===== src/hw/rtl/pfr_pkg.sv =====
// Shared types and constants for the process FIFO with removal by key.
package pfr_pkg;

  // Queue geometry and pid width.
  localparam int unsigned DEPTH = 16;
  localparam int unsigned PID_BITS = 16;
  localparam int unsigned IDX_BITS = $clog2(DEPTH);
  localparam int unsigned CNT_BITS = $clog2(DEPTH + 1);

  // Operation codes carried in the mode field.
  typedef enum logic [2:0] {
    MODE_APPEND = 3'd0,
    MODE_POP    = 3'd1,
    MODE_REMOVE = 3'd2,
    MODE_SEARCH = 3'd3,
    MODE_READ   = 3'd4
  } mode_e;

  // Result status codes.
  typedef enum logic [1:0] {
    STATUS_OK       = 2'd0,
    STATUS_EMPTY    = 2'd1,
    STATUS_FULL     = 2'd2,
    STATUS_NOTFOUND = 2'd3
  } status_e;

  // Sequencer states, one-hot.
  typedef enum logic [4:0] {
    ST_IDLE  = 5'b00001,
    ST_START = 5'b00010,
    ST_SCAN  = 5'b00100,
    ST_SHIFT = 5'b01000,
    ST_DONE  = 5'b10000
  } state_e;

  // Input item.
  typedef struct packed {
    logic [2:0]          mode;
    logic [PID_BITS-1:0] key_pid;
  } in_item_t;

  // Result item.
  typedef struct packed {
    logic [PID_BITS-1:0] result_pid;
    logic [1:0]          status;
    logic [CNT_BITS-1:0] entries_after;
  } out_item_t;

  // Status of the shared scan step unit, one entry per cycle.
  typedef struct packed {
    logic [CNT_BITS-1:0] nxt;
    logic                at_end;
    logic                hit;
  } scan_t;

endpackage


===== src/hw/rtl/pfr_ram.sv =====
// Generic single-write, single-read RAM with registered read data.
module pfr_ram #(
  parameter int unsigned Width = 16,
  parameter int unsigned Depth = 16
) (
  input  logic                     clk_i,
  input  logic                     we_i,
  input  logic [$clog2(Depth)-1:0] waddr_i,
  input  logic [Width-1:0]         wdata_i,
  input  logic                     re_i,
  input  logic [$clog2(Depth)-1:0] raddr_i,
  output logic [Width-1:0]         rdata_o
);

  logic [Width-1:0] mem_q [Depth];
  logic [Width-1:0] rdata_q;

  // Write port.
  always_ff @(posedge clk_i) begin
    if (we_i) begin
      mem_q[waddr_i] <= wdata_i;
    end
  end

  // Registered read port.
  always_ff @(posedge clk_i) begin
    if (re_i) begin
      rdata_q <= mem_q[raddr_i];
    end
  end

  assign rdata_o = rdata_q;

endmodule


===== src/hw/rtl/pfr_scan_unit.sv =====
// Shared step unit: advances the entry pointer and compares one stored pid.
module pfr_scan_unit (
  input  logic [pfr_pkg::IDX_BITS-1:0] ptr_i,
  input  logic [pfr_pkg::CNT_BITS-1:0] count_i,
  input  logic [pfr_pkg::PID_BITS-1:0] rdata_i,
  input  logic [pfr_pkg::PID_BITS-1:0] key_i,
  input  logic                         take_first_i,
  output pfr_pkg::scan_t               scan_o
);

  // The next entry index and whether it runs past the last valid entry.
  assign scan_o.nxt    = pfr_pkg::CNT_BITS'(ptr_i) + pfr_pkg::CNT_BITS'(1);
  assign scan_o.at_end = (scan_o.nxt == count_i);

  // Pop and read take the oldest entry; the keyed operations need a pid match.
  assign scan_o.hit = take_first_i || (rdata_i == key_i);

endmodule


===== src/hw/rtl/process_fifo_with_removal_unit.sv =====
// Top level of the bounded pid FIFO with append, pop, remove, search and read.
//
// Usage: one input item (mode, key_pid) enters on the in_valid_i/in_ready_o
// handshake, and exactly one result item (result_pid, status, entries_after)
// leaves on the out_valid_o/out_ready_i handshake, in the same order.
// Entries sit in a RAM in arrival order, slot 0 the oldest. A small
// sequencer walks the RAM one entry per cycle through a shared step unit.
// Read and pop find the oldest entry at once; search and remove compare
// one entry per cycle. Remove and pop then move every later entry down
// one slot, one per cycle.
// The block accepts one item at a time; in_ready_o is high only while
// the sequencer idles. A finished result moves into the output register,
// and the next item may be accepted while it waits there. If the receiver
// stalls and the output register is still full, the next result waits
// inside the sequencer, holding off further input.
// Reset empties the queue; the RAM contents are not cleared.
module process_fifo_with_removal_unit (
  input  logic                clk_i,
  input  logic                rst_ni,
  input  logic                in_valid_i,
  output logic                in_ready_o,
  input  pfr_pkg::in_item_t   in_data_i,
  output logic                out_valid_o,
  input  logic                out_ready_i,
  output pfr_pkg::out_item_t  out_data_o
);

  localparam int unsigned IdxBits = pfr_pkg::IDX_BITS;
  localparam int unsigned CntBits = pfr_pkg::CNT_BITS;
  localparam int unsigned PidBits = pfr_pkg::PID_BITS;

  pfr_pkg::state_e     st_q, st_d;
  logic [CntBits-1:0]  cnt_q, cnt_d;
  logic [IdxBits-1:0]  ptr_q, ptr_d;
  logic [IdxBits-1:0]  wr_q, wr_d;
  logic [2:0]          mode_q, mode_d;
  logic [PidBits-1:0]  key_q, key_d;
  logic [PidBits-1:0]  res_pid_q, res_pid_d;
  pfr_pkg::status_e    res_st_q, res_st_d;
  logic                out_valid_q, out_valid_d;
  pfr_pkg::out_item_t  out_q, out_d;

  logic                ram_we;
  logic [IdxBits-1:0]  ram_waddr;
  logic [PidBits-1:0]  ram_wdata;
  logic                ram_re;
  logic [IdxBits-1:0]  ram_raddr;
  logic [PidBits-1:0]  ram_rdata;

  logic                is_append;
  logic                is_keyed;
  logic                is_remove;
  logic                take_first;
  pfr_pkg::scan_t      scan;

  // Operation decode; unused codes behave as read oldest.
  assign is_append  = (pfr_pkg::mode_e'(mode_q) == pfr_pkg::MODE_APPEND);
  assign is_keyed   = (pfr_pkg::mode_e'(mode_q) == pfr_pkg::MODE_REMOVE) ||
                      (pfr_pkg::mode_e'(mode_q) == pfr_pkg::MODE_SEARCH);
  assign is_remove  = (pfr_pkg::mode_e'(mode_q) == pfr_pkg::MODE_REMOVE) ||
                      (pfr_pkg::mode_e'(mode_q) == pfr_pkg::MODE_POP);
  assign take_first = !is_append && !is_keyed;

  // Entry store.
  pfr_ram #(
    .Width (PidBits),
    .Depth (pfr_pkg::DEPTH)
  ) u_ram (
    .clk_i   (clk_i),
    .we_i    (ram_we),
    .waddr_i (ram_waddr),
    .wdata_i (ram_wdata),
    .re_i    (ram_re),
    .raddr_i (ram_raddr),
    .rdata_o (ram_rdata)
  );

  // Shared pointer step and pid compare.
  pfr_scan_unit u_scan (
    .ptr_i        (ptr_q),
    .count_i      (cnt_q),
    .rdata_i      (ram_rdata),
    .key_i        (key_q),
    .take_first_i (take_first),
    .scan_o       (scan)
  );

  // Sequencer and output register next-state logic.
  always_comb begin
    st_d        = st_q;
    cnt_d       = cnt_q;
    ptr_d       = ptr_q;
    wr_d        = wr_q;
    mode_d      = mode_q;
    key_d       = key_q;
    res_pid_d   = res_pid_q;
    res_st_d    = res_st_q;
    out_valid_d = out_valid_q;
    out_d       = out_q;
    ram_we      = 1'b0;
    ram_waddr   = wr_q;
    ram_wdata   = ram_rdata;
    ram_re      = 1'b0;
    ram_raddr   = scan.nxt[IdxBits-1:0];

    // The receiver takes the waiting result.
    if (out_valid_q && out_ready_i) begin
      out_valid_d = 1'b0;
    end

    case (st_q)
      pfr_pkg::ST_IDLE: begin
        if (in_valid_i) begin
          mode_d = in_data_i.mode;
          key_d  = in_data_i.key_pid;
          st_d   = pfr_pkg::ST_START;
        end
      end

      pfr_pkg::ST_START: begin
        res_pid_d = '0;
        st_d      = pfr_pkg::ST_DONE;
        if (is_append) begin
          if (cnt_q == CntBits'(pfr_pkg::DEPTH)) begin
            res_st_d = pfr_pkg::STATUS_FULL;
          end else begin
            ram_we    = 1'b1;
            ram_waddr = cnt_q[IdxBits-1:0];
            ram_wdata = key_q;
            cnt_d     = cnt_q + CntBits'(1);
            res_pid_d = key_q;
            res_st_d  = pfr_pkg::STATUS_OK;
          end
        end else if (cnt_q == '0) begin
          res_st_d = is_keyed ? pfr_pkg::STATUS_NOTFOUND : pfr_pkg::STATUS_EMPTY;
        end else begin
          // Fetch the oldest entry and start the walk.
          ram_re    = 1'b1;
          ram_raddr = '0;
          ptr_d     = '0;
          st_d      = pfr_pkg::ST_SCAN;
        end
      end

      pfr_pkg::ST_SCAN: begin
        if (scan.hit) begin
          res_pid_d = ram_rdata;
          res_st_d  = pfr_pkg::STATUS_OK;
          if (!is_remove) begin
            st_d = pfr_pkg::ST_DONE;
          end else if (scan.at_end) begin
            cnt_d = cnt_q - CntBits'(1);
            st_d  = pfr_pkg::ST_DONE;
          end else begin
            // Close the gap: later entries move down one slot each.
            ram_re = 1'b1;
            wr_d   = ptr_q;
            ptr_d  = scan.nxt[IdxBits-1:0];
            st_d   = pfr_pkg::ST_SHIFT;
          end
        end else if (scan.at_end) begin
          res_pid_d = '0;
          res_st_d  = pfr_pkg::STATUS_NOTFOUND;
          st_d      = pfr_pkg::ST_DONE;
        end else begin
          ram_re = 1'b1;
          ptr_d  = scan.nxt[IdxBits-1:0];
        end
      end

      pfr_pkg::ST_SHIFT: begin
        // The entry read last cycle lands one slot lower.
        ram_we = 1'b1;
        if (scan.at_end) begin
          cnt_d = cnt_q - CntBits'(1);
          st_d  = pfr_pkg::ST_DONE;
        end else begin
          ram_re = 1'b1;
          wr_d   = ptr_q;
          ptr_d  = scan.nxt[IdxBits-1:0];
        end
      end

      pfr_pkg::ST_DONE: begin
        if (!out_valid_q || out_ready_i) begin
          out_valid_d         = 1'b1;
          out_d.result_pid    = res_pid_q;
          out_d.status        = res_st_q;
          out_d.entries_after = cnt_q;
          st_d                = pfr_pkg::ST_IDLE;
        end
      end

      default: begin
        st_d = pfr_pkg::ST_IDLE;
      end
    endcase
  end

  // Control registers.
  always_ff @(posedge clk_i or negedge rst_ni) begin
    if (!rst_ni) begin
      st_q        <= pfr_pkg::ST_IDLE;
      cnt_q       <= '0;
      out_valid_q <= 1'b0;
    end else begin
      st_q        <= st_d;
      cnt_q       <= cnt_d;
      out_valid_q <= out_valid_d;
    end
  end

  // Payload registers.
  always_ff @(posedge clk_i) begin
    ptr_q     <= ptr_d;
    wr_q      <= wr_d;
    mode_q    <= mode_d;
    key_q     <= key_d;
    res_pid_q <= res_pid_d;
    res_st_q  <= res_st_d;
    out_q     <= out_d;
  end

  assign in_ready_o  = (st_q == pfr_pkg::ST_IDLE);
  assign out_valid_o = out_valid_q;
  assign out_data_o  = out_q;

`ifndef SYNTH
  // The entry count never exceeds the store depth.
  assert property (@(posedge clk_i) disable iff (!rst_ni)
    cnt_q <= CntBits'(pfr_pkg::DEPTH))
    else $error("entry count above depth");

  // The count moves by at most one per item.
  assert property (@(posedge clk_i) disable iff (!rst_ni)
    (cnt_q != $past(cnt_q)) |->
      ((cnt_q == $past(cnt_q) + CntBits'(1)) || (cnt_q == $past(cnt_q) - CntBits'(1))))
    else $error("entry count jumped");

  // Only an append writes at or beyond the current count.
  assert property (@(posedge clk_i) disable iff (!rst_ni)
    ram_we |-> ((CntBits'(ram_waddr) < cnt_q) || (st_q == pfr_pkg::ST_START)))
    else $error("store written outside the valid entries");

  // A failed operation reports a zero pid.
  assert property (@(posedge clk_i) disable iff (!rst_ni)
    (out_valid_o && (out_data_o.status != pfr_pkg::STATUS_OK)) |->
      (out_data_o.result_pid == '0))
    else $error("nonzero pid with failing status");

  // An accepted item starts the sequencer.
  assert property (@(posedge clk_i) disable iff (!rst_ni)
    (in_valid_i && in_ready_o) |=> (st_q == pfr_pkg::ST_START))
    else $error("accepted item not started");
`endif

endmodule

===== config.mk =====
export PLATFORM = sky130hd
export DESIGN_NAME = process_fifo_with_removal_unit
export DESIGN_NICKNAME = d
export VERILOG_FILES = /design/src/hw/rtl/pfr_pkg.sv /design/src/hw/rtl/pfr_ram.sv /design/src/hw/rtl/pfr_scan_unit.sv /design/src/hw/rtl/process_fifo_with_removal_unit.sv
export SDC_FILE = /design/constraint.sdc
export NUM_CORES = 1
export LEC_CHECK = 0
export ABC_AREA = 1
export BUFFER_PORTS_ARGS = -buffer_cell sky130_fd_sc_hd__buf_2
export CORE_MARGIN = 2
export CORE_UTILIZATION = 28
export CTS_CLUSTER_DIAMETER = 100
export DETAILED_ROUTE_END_ITERATION = 16
export GPL_ROUTABILITY_DRIVEN = 0
export PLACE_DENSITY = 0.53
export SLEW_MARGIN = 25
export SYNTH_ARGS = -nofsm -noshare
export SYNTH_HDL_FRONTEND = slang
export SYNTH_HIERARCHICAL = 1
export SYNTH_SLANG_ARGS = --single-unit

===== constraint.sdc =====
create_clock -name clk_i -period 3.2 [get_ports clk_i]
set_input_delay 0.32 -clock clk_i [delete_from_list [all_inputs] [get_ports clk_i]]
set_output_delay 0.32 -clock clk_i [all_outputs]
set_load 0.01 [all_outputs]

# --- After elaboration in Yosys (flattened, before gate mapping) ---
# Memory sizes are Yosys's and may differ from the RTL's. A register that Yosys moved wholly into a read port is not among the register bits.
# Cells that the tools add are included.
# W data, S select, Z words.
op_classes:
  n_reduce_logical: 22
  n_eq_ne: 22
  addsub: 3
  muxes: 60
ops:
  columns: ["op", "count"]
  rows:
  - ["$mux W16", 7]
  - ["$mux W5", 13]
  - ["$mux W4", 14]
  - ["$pmux W16 S2", 1]
  - ["$pmux W5 S5", 1]
  - ["$eq A16 B16 Y1", 1]
  - ["$ne A2 B2 Y1 const B", 8]
  - ["$pmux W5 S3", 1]
  - ["$mux W1", 12]
  - ["$mux W2", 6]
  - ["$pmux W4 S3", 1]
  - ["$eq A5 B5 Y1 const B", 2]
  - ["$ne A3 B3 Y1 const B", 3]
  - ["$pmux W4 S2", 1]
  - ["$reduce_and A2 Y1", 4]
  - ["$eq A3 B2 Y1 const B", 2]
  - ["$reduce_and A3 Y1", 2]
  - ["$add A4 B1 Y5 const B", 1]
  - ["$add A5 B1 Y5 const B", 1]
  - ["$eq A5 B1 Y1 const B", 1]
  - ["$eq A5 B2 Y1 const B", 1]
  - ["$eq A5 B3 Y1 const B", 1]
  - ["$eq A5 B4 Y1 const B", 1]
  - ["$eq A5 B5 Y1", 1]
  - ["14 further kinds", 21]
totals:
  output_inout_bits: 25
  register_bits: 79
  mem_count: 1
  elab_cells: 120
  mem_bits_rw: 256
mem_list:
  columns: ["memory", "words", "word_bits", "read_ports", "rd_ports_with_merged_regs", "write_ports", "line", "source"]
  rows:
  - ["u_ram.mem_q", 16, 16, 1, 1, 1, "pfr_ram.sv:15", "logic [Width-1:0] mem_q [Depth];"]

# --- Depth between registers and ports, before layout ---
depth:
  word_depth: 7
  mapped_depth: 15
  depth_no_buf: 15

# --- By module ---
# Netlist, hierarchy kept.
by_module_without_submodules:
  columns: ["mod", "seq_area_each_um2", "cells_each", "instances", "area_each_um2"]
  rows:
  - ["pfr_ram", 8167.8, 1074, 1, 11541.1]
  - ["process_fifo_with_removal_unit", 2318.5, 313, 1, 3527.1]
  - ["pfr_scan_unit", 0.0, 122, 1, 504.2]

# --- Least setup slack after synthesis ---
# Ideal clock, no wire load.
synth_path:
  path_type: "reg-to-reg"
  start: "register ptr_q[0]"
  end: "register res_st_q[0], enable pin"
  required_ns: 2.903
  setup_slack_ns: 0.519
  synth_period_minus_slack_ns: 2.681
  arrival_ns: 2.384
  setup_ns: 0.297
  stages_incl_launch_ff: 12
  n_path_buf: 0
  cell_sequence: "edfxtp_1 > ha_1 > inv_1 > nand2_1 > nand2_1 > nor2_1 > nand4_1 > nor2_1 > inv_1 > a22oi_1 > nand2_1 > inv_1"
synth_lines:
  columns: ["item", "line", "source"]
  rows:
  - ["start, declared", "process_fifo_with_removal_unit.sv:34", "logic [IdxBits-1:0] ptr_q, ptr_d;"]
  - ["start signal, assigned", "process_fifo_with_removal_unit.sv:215", "ptr_q <= ptr_d;"]
  - ["end signal, assigned", "process_fifo_with_removal_unit.sv:220", "res_st_q <= res_st_d;"]
  - ["end, declared", "process_fifo_with_removal_unit.sv:39", "pfr_pkg::status_e res_st_q, res_st_d;"]

# --- Worst setup path in the final report ---
layout_path:
  start: "register st_q[4]"
  end: "register u_ram.rdata_q[11] (netlist: u_ram/rdata_o[11]), read port of u_ram.mem_q (data pin)"
layout_between:
  elab_chain_len: 2
layout_lines:
  columns: ["item", "line", "source"]
  rows:
  - ["start, declared", "process_fifo_with_removal_unit.sv:32", "pfr_pkg::state_e st_q, st_d;"]
  - ["start signal, assigned", "process_fifo_with_removal_unit.sv:203", "st_q <= pfr_pkg::ST_IDLE;"]
  - ["start signal, assigned", "process_fifo_with_removal_unit.sv:207", "st_q <= st_d;"]
  - ["$eq A5 B2 Y1", "process_fifo_with_removal_unit.sv:111", "case (st_q)"]
  - ["$mux W4", "process_fifo_with_removal_unit.sv:111", null]
  - ["named net ram_raddr[0]", "process_fifo_with_removal_unit.sv:47", "logic [IdxBits-1:0] ram_raddr;"]
  - ["end, declared", "pfr_ram.sv:16", "logic [Width-1:0] rdata_q;"]
# The timed path passes the listed nets, and every way through them passes these cells.
# A chain may end at the register's enable or synchronous reset.

==> results by group <==
Hold path
  • Hold Crit Class: in2async

Critical path
  • Worst setup EP type: flop
  • WP data required: 3.47 ns
  • Worst path slowest cell: nor2_1
  • Worst R2R Start: st_q[4]
  • Most used cell, CP: nand3_1
  • Worst Path Arrival: 2.93 ns
  • Worst Setup SP: st_q[4]
  • CP max FO: 60
  • Crit path max-delay family: simple AND/OR/NAND/NOR gates
  • CP startpoint kind: flop
  • Critical path cell sequence: inv_1, nand4_4, nor2_1, nor2_4, clkinv_2, buf_12, nand2_1, nand3_1, nand3_1, nand3_1, nand2_1
  • Count of buffer and inverter cells on the critical path: 3
  • CP Class: reg2reg
  • Critical path depth: 11
  • Crit path largest cell delay: 0.53 ns
  • R2R depth: 11

Power and ir drop
  • Tot Pwr: 14400 uW
  • Peak VDD IR: 0.605 mV
  • Leak Pwr: 0.00761 uW
  • Pwr dens: 790 nW/um^2

Finish
  • Design area: 18200 um^2
  • Final #Nets: 1628
  • Area grow syn2layout: 16.9%
  • Fillers: 5496
  • Layout cells sized above 1: 0.111
  • Antenna cells: 0

Clock network
  • CTS Buf Count: 38
  • Post-CTS Resized: 0
  • CTS tree: yes
  • Clock Path Buffers: 3
  • H-tree levels: 2
  • Clk sinks: 351
  • CTS Root Cell: clkbuf_16
  • Post-CTS Setup Repair Bufs: 0
  • Reg clk slew, reported paths: 0.06 ns
  • Latest clock arrival within the worst-skew pair: 0.55 ns

Die
  • Die Area: 57500 um^2
  • Initial Utilization: 0.283
  • Core area: 55000 um^2
  • Die X-Extent: 240 um
  • Die Height: 240 um
  • I/O pin total: 48
  • Rows: 86

Timing
  • Crit path time final: 2.66 ns
  • Final setup viols: 0
  • Worst clock skew: 0.0270 ns
  • Final hold vios: 0
  • Final Max Slew Viols: 0
  • Peak Freq: 376 MHz
  • Final setup TNS: 0 ns
  • Rel. slew slack: 0.421
  • RSZ-0062 raised after global routing: no
  • Crit share post-route: 0.832
  • Worst Max-Slew Pin Slew: 0.869 ns

Detailed routing
  • Routed Antenna Nets: 0
  • Via count: 10.2k
  • First drt pass iteration count: 5
  • Remaining DRCs: 0
  • Final WL: 36800 um
  • Routed len/inst: 15.5 um
  • Initial DRC Count: 671
  • Drt via density: 4.31

Placed design
  • Placed inst area: 16900 um^2
  • Buffers on Ports: 47
  • Post-DP HPWL: 21900 um

Job
  • Max Cap Viol: 0

Logic synthesis
  • Post-synthesis cell count: 1508
  • Post-synthesis average cell area: 10.3 um^2
  • Mapped cell area: 15600 um^2
  • Syn_nets: 1534
  • YS warnings: 6

Global routing
  • Largest net degree at the start of global routing: 69
  • GRT Overall Usage: 0.131
  • First-pass GRT wire length: 57600 um
  • Remaining global-route overflow: 0
  • Initial antenna violation count: 0
  • Vias in the first global route: 9981

Status
  • Status: complete, no violations
[placed cells by master, fill, tap and decap left out, types with 4 or more instances in the layout]
cell type,n
nand2_1,463
edfxtp_1,340
inv_1,272
nand3_1,209
buf_2,47
nor2_1,45
clkbuf_16,38
buf_4,38
o21ai_0,23
dlygate4sd3_1,22
nor2_2,20
a32o_1,11
clkbuf_1,11
clkinv_1,10
dfrtp_1,10
a21oi_1,9
buf_12,6
nand4_1,5
clkinv_2,5
nor2_4,4
inv_2,4
[cell type report]
cell class / instances / area [um^2] / share of cell area
Timing Repair Buffer: 113 / 861 / 0.0473
Inverter: 278 / 1050 / 0.0575
Clock buffer: 49 / 992 / 0.0545
Tap cell: 748 / 936 / 0.0514
Clock inverter: 18 / 123 / 0.00673
Multi-Input combinational cell: 820 / 3760 / 0.207
Sequential cell: 351 / 10500 / 0.576
[where the power goes]
| group | internal, uW | switching [uW] |
|---|---|---|
| Clock | 2210 | 1770 |
| Combinational | 1320 | 3020 |
| Sequential | 5780 | 276 |
| Total | 9310 | 5070 |
[worst register-to-register path, stage by stage, from the launching register on]
cell	delay (ns)
dfrtp_1	0.38
inv_1	0.22
nand4_4	0.22
nor2_1	0.53
nor2_4	0.12
clkinv_2	0.13
buf_12	0.27
nand2_1	0.12
nand3_1	0.08
nand3_1	0.08
nand3_1	0.12
nand2_1	0.13
[per-layer routing]
layer / GRT usage / part of all wire / wire (um)
met2: 0.219 / 0.47 / 17300
met1: 0.169 / 0.44 / 16300
met5: 0 / 0 / 0
met3: 0.0252 / 0.059 / 2180
met4: 0.0441 / 0.027 / 999
[registers in the layout, summed over array words and instances (netlist names), 4 cells and up]
name / flops
wr_q: 4
ptr_q: 4
u_ram/mem_q: 256
res_pid_q: 16
st_q: 5
out_data_o: 23
key_q: 16
u_ram/rdata_o: 16
cnt_q: 5
[per-stage QoR]
stage                     hold slack (ns)  instances   util  worst slack [ns]
final                               0.206       2377  0.331             0.539
after detailed placement            0.218       2288  0.307             0.518
after global routing                0.212       2377  0.331             0.274
after CTS                           0.179       2377  0.331             0.517
after floorplan                    0.0244       1508      -             0.519
after global placement              0.212       2288  0.307             0.550
[what timing repair did]
action,CTS,global route
hold buffers,22,0
endpoints found under the setup margin,0,0
endpoints found under the hold margin,32,0
[path summary, 6_finish.rpt]
| path | slack, ns | to |
|---|---|---|
| min in group clk_i | 0.40 | out_data_o[9] |
| worst max register to register | 0.54 | u_ram/rdata_o[11] |
| max in group asynchronous | 2.72 | st_q[0] |
| worst min-delay path | 0.21 | cnt_q[0] |
| worst max-delay path | 0.54 | u_ram/rdata_o[11] |
| worst min register to register | 0.40 | out_data_o[9] |
(Power assumes the default switching activity.)
